[src/design/opts_pkg.sv]
// Shared types, constants and the window clamp for the operating point table selector.
`default_nettype none

package opts_pkg;

	localparam logic [31:0] ALL_ONES = 32'hFFFF_FFFF;

	localparam logic [1:0] MODE_POWERSAVE   = 2'd0;
	localparam logic [1:0] MODE_PERFORMANCE = 2'd1;

	typedef enum logic [2:0] {
		REG_WINDOW_MIN     = 3'd0,
		REG_WINDOW_MAX     = 3'd1,
		REG_OPERATING_MODE = 3'd2,
		REG_LIMIT_MIN      = 3'd3,
		REG_LIMIT_MAX      = 3'd4
	} reg_index_t;

	typedef struct packed {
		logic [31:0] window_min;
		logic [31:0] window_max;
		logic [1:0]  operating_mode;
		logic [31:0] limit_min;
		logic [31:0] limit_max;
	} cfg_t;

	typedef struct packed {
		logic [31:0] entry_freq;
		logic        entry_valid;
		logic        last_entry;
	} item_t;

	typedef struct packed {
		logic        found;
		logic [5:0]  best_index;
		logic [31:0] best_freq;
		logic [31:0] table_min;
		logic [31:0] table_max;
		logic        table_empty;
		logic [6:0]  in_window_count;
		logic [31:0] verified_min;
		logic [31:0] verified_max;
		logic        overflow;
	} result_t;

	// Per-table accumulators of fixed width.
	typedef struct packed {
		logic [31:0] best_freq;
		logic        found;
		logic [31:0] run_min;
		logic [31:0] run_max;
		logic [31:0] nearest_above;
		logic        seen;
		logic        overflow;
	} acc_t;

	localparam acc_t ACC_CLEAR = '{
		best_freq:     32'd0,
		found:         1'b0,
		run_min:       ALL_ONES,
		run_max:       32'd0,
		nearest_above: ALL_ONES,
		seen:          1'b0,
		overflow:      1'b0
	};

	typedef struct packed {
		logic [31:0] lo;
		logic [31:0] hi;
	} window_t;

	// Clamp a window to [lo, hi]; the order of the steps matters.
	function automatic window_t clamp_window(window_t w, logic [31:0] lo, logic [31:0] hi);
		window_t r;
		r = w;
		if (r.lo < lo) r.lo = lo;
		if (r.hi < lo) r.hi = lo;
		if (r.lo > hi) r.lo = hi;
		if (r.hi > hi) r.hi = hi;
		if (r.lo > r.hi) r.lo = r.hi;
		return r;
	endfunction

endpackage

`default_nettype wire

[src/design/operating_point_table_select_unit.sv]
// Top level of the operating point table selector: handshakes, state and result register.
`default_nettype none

// A table entry is registered on acceptance in the input stage and folded from there into the
// running state, which for a last entry also loads the result register.
// Throughput: one entry per cycle, set by the single update pass between input and state.
// The input stage stalls only while a finished result waits and another last entry arrives.
// Reset (arst_n low, asynchronous): registers but item_s1 and result reset, pipeline empty.

module operating_point_table_select_unit #(
	parameter int MAX_ENTRIES = 64
) (
	input  wire                     clk,
	input  wire                     arst_n,
	input  wire                     cfg_write,
	input  wire  [2:0]              cfg_index,
	input  wire  [31:0]             cfg_data,
	input  wire                     item_valid,
	output logic                    item_ready,
	input  opts_pkg::item_t         item,
	output logic                    result_valid,
	input  wire                     result_ready,
	output opts_pkg::result_t       result
);

	localparam int CW = $clog2(MAX_ENTRIES + 1);
	localparam int IW = $clog2(MAX_ENTRIES);

	// Configuration registers.
	opts_pkg::cfg_t cfg_q;

	// Input stage.
	opts_pkg::item_t item_s1;
	logic            valid_s1;

	// Per-table state.
	opts_pkg::acc_t  acc_q;
	logic [CW-1:0]   entry_count_q;
	logic [IW-1:0]   best_idx_q;
	logic [CW-1:0]   win_count_q;

	// Next-state values from the update pass.
	opts_pkg::acc_t    acc_nxt;
	logic [CW-1:0]     entry_count_nxt;
	logic [IW-1:0]     best_idx_nxt;
	logic [CW-1:0]     win_count_nxt;
	opts_pkg::result_t result_nxt;

	logic advance;

	// Advance the input stage unless it holds a last entry and the result register is
	// still full; a non-last entry never needs the output side.
	assign advance    = valid_s1 && (!item_s1.last_entry || !result_valid || result_ready);
	assign item_ready = !valid_s1 || advance;

	// Configuration writes; an index beyond the register list is dropped.
	always_ff @(posedge clk or negedge arst_n) begin
		if (!arst_n) begin
			cfg_q.window_min     <= 32'd0;
			cfg_q.window_max     <= opts_pkg::ALL_ONES;
			cfg_q.operating_mode <= opts_pkg::MODE_PERFORMANCE;
			cfg_q.limit_min      <= 32'd0;
			cfg_q.limit_max      <= opts_pkg::ALL_ONES;
		end else if (cfg_write) begin
			case (cfg_index)
				opts_pkg::REG_WINDOW_MIN:     cfg_q.window_min     <= cfg_data;
				opts_pkg::REG_WINDOW_MAX:     cfg_q.window_max     <= cfg_data;
				opts_pkg::REG_OPERATING_MODE: cfg_q.operating_mode <= cfg_data[1:0];
				opts_pkg::REG_LIMIT_MIN:      cfg_q.limit_min      <= cfg_data;
				opts_pkg::REG_LIMIT_MAX:      cfg_q.limit_max      <= cfg_data;
				default: ;
			endcase
		end
	end

	// Input register: capture a transaction whenever the stage is free or draining.
	always_ff @(posedge clk or negedge arst_n) begin
		if (!arst_n) begin
			valid_s1 <= 1'b0;
		end else if (item_ready) begin
			valid_s1 <= item_valid;
		end
	end

	always_ff @(posedge clk) begin
		if (item_ready && item_valid) item_s1 <= item;
	end

	opts_entry_update #(
		.MAX_ENTRIES(MAX_ENTRIES)
	) u_update (
		.cfg             (cfg_q),
		.item            (item_s1),
		.acc             (acc_q),
		.entry_count     (entry_count_q),
		.best_idx        (best_idx_q),
		.win_count       (win_count_q),
		.acc_nxt         (acc_nxt),
		.entry_count_nxt (entry_count_nxt),
		.best_idx_nxt    (best_idx_nxt),
		.win_count_nxt   (win_count_nxt),
		.result          (result_nxt)
	);

	// Per-table state: fold the entry in, or start a fresh table after a last entry.
	always_ff @(posedge clk or negedge arst_n) begin
		if (!arst_n) begin
			acc_q         <= opts_pkg::ACC_CLEAR;
			entry_count_q <= '0;
			best_idx_q    <= '0;
			win_count_q   <= '0;
		end else if (advance) begin
			if (item_s1.last_entry) begin
				acc_q         <= opts_pkg::ACC_CLEAR;
				entry_count_q <= '0;
				best_idx_q    <= '0;
				win_count_q   <= '0;
			end else begin
				acc_q         <= acc_nxt;
				entry_count_q <= entry_count_nxt;
				best_idx_q    <= best_idx_nxt;
				win_count_q   <= win_count_nxt;
			end
		end
	end

	// Result register: load on a last entry, hold until the transaction completes.
	always_ff @(posedge clk or negedge arst_n) begin
		if (!arst_n) begin
			result_valid <= 1'b0;
		end else if (advance && item_s1.last_entry) begin
			result_valid <= 1'b1;
		end else if (result_ready) begin
			result_valid <= 1'b0;
		end
	end

	always_ff @(posedge clk) begin
		if (advance && item_s1.last_entry) result <= result_nxt;
	end

endmodule

`default_nettype wire

[src/design/opts_entry_update.sv]
// Per-entry update of the selection, statistics and verify state, and result formation.
`default_nettype none

module opts_entry_update #(
	parameter int MAX_ENTRIES = 64
) (
	input  opts_pkg::cfg_t                        cfg,
	input  opts_pkg::item_t                       item,
	input  opts_pkg::acc_t                        acc,
	input  logic [$clog2(MAX_ENTRIES+1)-1:0]      entry_count,
	input  logic [$clog2(MAX_ENTRIES)-1:0]        best_idx,
	input  logic [$clog2(MAX_ENTRIES+1)-1:0]      win_count,
	output opts_pkg::acc_t                        acc_nxt,
	output logic [$clog2(MAX_ENTRIES+1)-1:0]      entry_count_nxt,
	output logic [$clog2(MAX_ENTRIES)-1:0]        best_idx_nxt,
	output logic [$clog2(MAX_ENTRIES+1)-1:0]      win_count_nxt,
	output opts_pkg::result_t                     result
);

	localparam int CW = $clog2(MAX_ENTRIES + 1);
	localparam int IW = $clog2(MAX_ENTRIES);
	localparam logic [CW-1:0] DEPTH = CW'(MAX_ENTRIES);

	opts_pkg::window_t vwin;
	opts_pkg::window_t fwin;
	logic [31:0] freq;
	logic in_policy;
	logic in_verify;
	logic take;

	assign freq = item.entry_freq;

	always_comb begin
		vwin = opts_pkg::clamp_window('{lo: cfg.window_min, hi: cfg.window_max},
			cfg.limit_min, cfg.limit_max);
		in_policy = (freq >= cfg.window_min) && (freq <= cfg.window_max);
		in_verify = (freq >= vwin.lo) && (freq <= vwin.hi);
		case (cfg.operating_mode)
			opts_pkg::MODE_PERFORMANCE: take = !acc.found || (acc.best_freq <= freq);
			opts_pkg::MODE_POWERSAVE:   take = !acc.found || (acc.best_freq >= freq);
			default:                    take = 1'b0;
		endcase

		acc_nxt         = acc;
		entry_count_nxt = entry_count;
		best_idx_nxt    = best_idx;
		win_count_nxt   = win_count;

		if (entry_count >= DEPTH) begin
			acc_nxt.overflow = 1'b1;
		end else begin
			if (item.entry_valid) begin
				acc_nxt.seen = 1'b1;
				if (freq < acc.run_min) acc_nxt.run_min = freq;
				if (freq > acc.run_max) acc_nxt.run_max = freq;
				if (in_policy && take) begin
					acc_nxt.best_freq = freq;
					acc_nxt.found     = 1'b1;
					best_idx_nxt      = entry_count[IW-1:0];
				end
				if (in_verify) begin
					if (win_count < DEPTH) win_count_nxt = win_count + CW'(1);
				end else if ((freq > vwin.hi) && (freq < acc.nearest_above)) begin
					acc_nxt.nearest_above = freq;
				end
			end
			entry_count_nxt = entry_count + CW'(1);
		end

		// Raise max to the next larger frequency when the window held nothing.
		fwin = vwin;
		if (win_count_nxt == '0) fwin.hi = acc_nxt.nearest_above;
		fwin = opts_pkg::clamp_window(fwin, cfg.limit_min, cfg.limit_max);

		result.found           = acc_nxt.found;
		result.best_index      = acc_nxt.found ? 6'(best_idx_nxt) : 6'd0;
		result.best_freq       = acc_nxt.found ? acc_nxt.best_freq : 32'd0;
		result.table_min       = acc_nxt.run_min;
		result.table_max       = acc_nxt.run_max;
		result.table_empty     = !acc_nxt.seen;
		result.in_window_count = 7'(win_count_nxt);
		result.verified_min    = fwin.lo;
		result.verified_max    = fwin.hi;
		result.overflow        = acc_nxt.overflow;
	end

endmodule

`default_nettype wire
[config.mk]
export PLATFORM = sky130hd
export DESIGN_NAME = operating_point_table_select_unit
export DESIGN_NICKNAME = d
export VERILOG_FILES = /design/src/design/opts_pkg.sv /design/src/design/operating_point_table_select_unit.sv /design/src/design/opts_entry_update.sv
export SDC_FILE = /design/constraint.sdc
export NUM_CORES = 2
export LEC_CHECK = 0
export CAP_MARGIN = 5
export CORE_MARGIN = 1.5
export CORE_UTILIZATION = 35
export DETAILED_ROUTE_END_ITERATION = 8
export DONT_BUFFER_PORTS = 1
export GPL_TIMING_DRIVEN = 0
export PLACE_DENSITY_LB_ADDON = 0.25
export SYNTH_ARGS = -nofsm -noshare
export SYNTH_HDL_FRONTEND = slang
export SYNTH_SLANG_ARGS = --single-unit
[constraint.sdc]
create_clock -name clk -period 19.2 [get_ports clk]
set_input_delay 1.92 -clock clk [delete_from_list [all_inputs] [get_ports clk]]
set_output_delay 1.92 -clock clk [all_outputs]
set_load 0.01 [all_outputs]
==> flow_summary.json <==
{
  "status": "complete, no violations",
  "hold_depth": 2,
  "clk_pin_slew_ns": 0.07,
  "synth_ff_type": "edfxtp_1",
  "end_kind": "flip-flop",
  "wl_per_cell_um": 25.7,
  "hold_ws_ns": 0.498,
  "layout_commonest_cell": "ha_1",
  "cap_violations": 0,
  "hp-start": "acc_q[1]",
  "grt_max_degree": 284,
  "drtIter0Drc": 2586,
  "tns_ns": 0,
  "slew_headroom": 0.283,
  "remaining_drc_errors": 0,
  "crit_required_ns": 19.61,
  "reg2reg_from": "cfg_q[34]",
  "numPortBuffers": 0,
  "area_growth_pct": 18.1,
  "synth_area_per_cell_sq_um": 9.88,
  "wl_mm": 137,
  "ios": 252,
  "crit_path_start_kind": "flip-flop",
  "die_area_sq_mm": 0.106,
  "synth_seq_cells": 493,
  "fp.dieW_um": 326,
  "rows": 118,
  "path_common_cell": "a21o_1",
  "cts_buffers": 59,
  "synthDistinctLibCells": 79,
  "reg2reg_slack_ns": 0.51,
  "synth-edff-count": 210,
  "nFillCells": 10200,
  "tritoncts": "done",
  "final.min_clock_period_ns": 18.69,
  "crit_family": "compound AO/OA/AOI/OAI gates",
  "final_cell_mix": "ha_1, inv_1, nand2_1",
  "cp.depth": 92,
  "globalRouteOverflowTotal": 0,
  "cts.path.max_buffers": 3,
  "ys_warn_count": 0,
  "holdBufCountCts": 0,
  "cpMaxStageDelayCell": "mux2i_1",
  "drv_slew": 0,
  "gp_congestion": 0.970,
  "antenna_found_initial": 6,
  "setup_viol": 0,
  "cts-root-buf": "clkbuf_16",
  "fmaxAchievable_mhz": 53.5,
  "drive_gt1_frac": 0.203,
  "clock_skew_ns": 0.0505,
  "dpl.hpwl_mm": 109,
  "hold_end": "acc_q[1]",
  "h-tree-depth": 2,
  "finalCritPeriodShare": 0.974,
  "start_util": 0.353,
  "place_inst": 5090,
  "stdcell_count": 5319,
  "coreArea_sq_mm": 0.104,
  "synth_area_sq_mm": 0.0366,
  "die_y_um": 326,
  "ant_nets": 0,
  "drt_first_pass_iters": 5,
  "path_max_fanout": 10,
  "grt_pass1_wl_mm": 196,
  "worst_slew_pin_slew_ns": 1.07,
  "worstReg2RegEnd": "result[42]",
  "first_global_vias": 29500,
  "clock-sinks": 493,
  "finalHoldViolCount": 0,
  "worst_ep_arrival_time_ns": 19.11,
  "grt_usage": 0.249,
  "reg2regPathDepth": 92,
  "hold_path.class": "flip-flop to flip-flop",
  "path_buf_inv": 15,
  "netlist_instances": 3703,
  "clkLatencyLatePin_ns": 0.70,
  "vias": 30100,
  "yosysSeqAreaShare": 0.370,
  "critical_path_class": "flip-flop to flip-flop",
  "synthArstFlopShare": 0.574,
  "max_stage_delay_ns": 0.66,
  "nNetsFinal": 4530,
  "syn-num-nets": 4347,
  "via_per_inst": 5.65
}
-- how the worst max path moves through the flow --
stage               slack [ns]       from    endpoint
floorplan                 0.84  cfg_q[62]  result[35]
global placement         -6.50  cfg_q[58]  result[63]
detailed placement       -6.48  cfg_q[57]  result[63]
CTS                      0.008  cfg_q[34]  result[63]
global route             -0.16  cfg_q[35]  result[42]
finish                    0.51  cfg_q[34]  result[42]
-- synth_stat cells, types with 6 or more instances --
cell type  count  area (sq um)
clkbuf_1     123           462
nor3_1        19          95.1
a221oi_1      35           307
nor2_1       130           488
a21o_1       121           908
and4_1         7          61.3
a2111oi_0      6          52.6
dfstp_2      129          3390
mux2_2       119          1340
a22o_1        72           631
dfrtp_1      154          3850
o211ai_1      14           105
buf_2         11          55.1
inv_1        365          1370
o22ai_1       35           219
edfxtp_1     210          6310
xor2_1         8          70.1
a211oi_1      12          90.1
nand3_1       49           245
o21a_1        33           248
nand2_1      288          1080
o22a_1        33           289
o21ai_0      334          1670
a21boi_0       7          52.6
ha_1         570          7130
nor4_1        12          75.1
a2bb2oi_1     34           298
a211o_1        8          70.1
nand4_1      117           732
or2_2          6          37.5
a21oi_1      218          1090
mux2i_1      192          1920
nand2b_1      45           282
nor2b_1       58           363
and2_1         7          43.8
mux2_4        16           240
and3_1         7          43.8
-- state kept, by name, summed over array words and instances (netlist names) --
name           cells
result_valid       1
valid_s1           1
win_count_q        7
best_idx_q         6
cfg_q            130
result           176
acc_q            131
entry_count_q      7
item_s1           34
-- worst register-to-register path, delay by kind of cell, from the launching register on --
kind	cells	cell delay, ns
adder cells (fa/ha/maj)	7	1.70
multiplexers	5	1.95
buffers and inverters	15	2.39
AO/OA/AOI/OAI	41	8.07
flip-flops	1	0.40
AND/OR/NAND/NOR	24	3.93
-- metal layers --
| layer | vias up | GRT usage | wire (um) |
|---|---|---|---|
| li1 | 14100 | - | - |
| met1 | 14800 | 0.341 | 60300 |
| met2 | 1009 | 0.397 | 61300 |
| met3 | 210 | 0.0460 | 10500 |
| met4 | 6 | 0.0801 | 4740 |
| met5 | - | 0 | 35 |
-- area by class of cell --
type,count,area [sq um],share of cell area
Multi-Input combinational cell,2698,22400,0.518
Sequential cell,493,13600,0.314
Clock buffer,65,1530,0.0354
Buffer,145,883,0.0204
Timing Repair Buffer,123,1060,0.0246
Antenna cell,2,5.00,0.000116
Tap cell,1380,1730,0.0400
Inverter,366,1480,0.0342
Clock inverter,47,564,0.0131
-- logic make-up (layout without fill, tap and decap cells) --
kind of cell             after synthesis  after routing  share of synthesized area
multiplexers                         327            327                     0.0957
adder cells (fa/ha/maj)              571            571                      0.195
flip-flops                           493            493                      0.370
AND/OR/NAND/NOR                      763            763                      0.101
XOR/XNOR                              11             11                    0.00263
buffers and inverters                512            746                     0.0541
AO/OA/AOI/OAI                       1026           1026                      0.181
other                                  0              2                          0
-- what timing repair did --
| item | CTS | global route |
|---|---|---|
| pin swaps | 24 | 45 |
| setup endpoints to repair | 64 | 32 |
| buffers inserted | 49 | 64 |
| gates resized for setup | 255 | 263 |
| cloned | 0 | 2 |
-- through the flow --
step           setup slack (ns)  instance area (sq um)   util
2_1_floorplan             0.836                  36600      -
3_3_place_gp              -6.50                  38300  0.370
3_5_place_dp              -6.48                  38500  0.371
4_1_cts                 0.00766                  41900  0.404
5_1_grt                  -0.155                  43200  0.417
6_report                  0.508                  43200  0.417
Power is not shown: default switching activity piles up to over one toggle a cycle in this logic, so the estimate is an artifact.
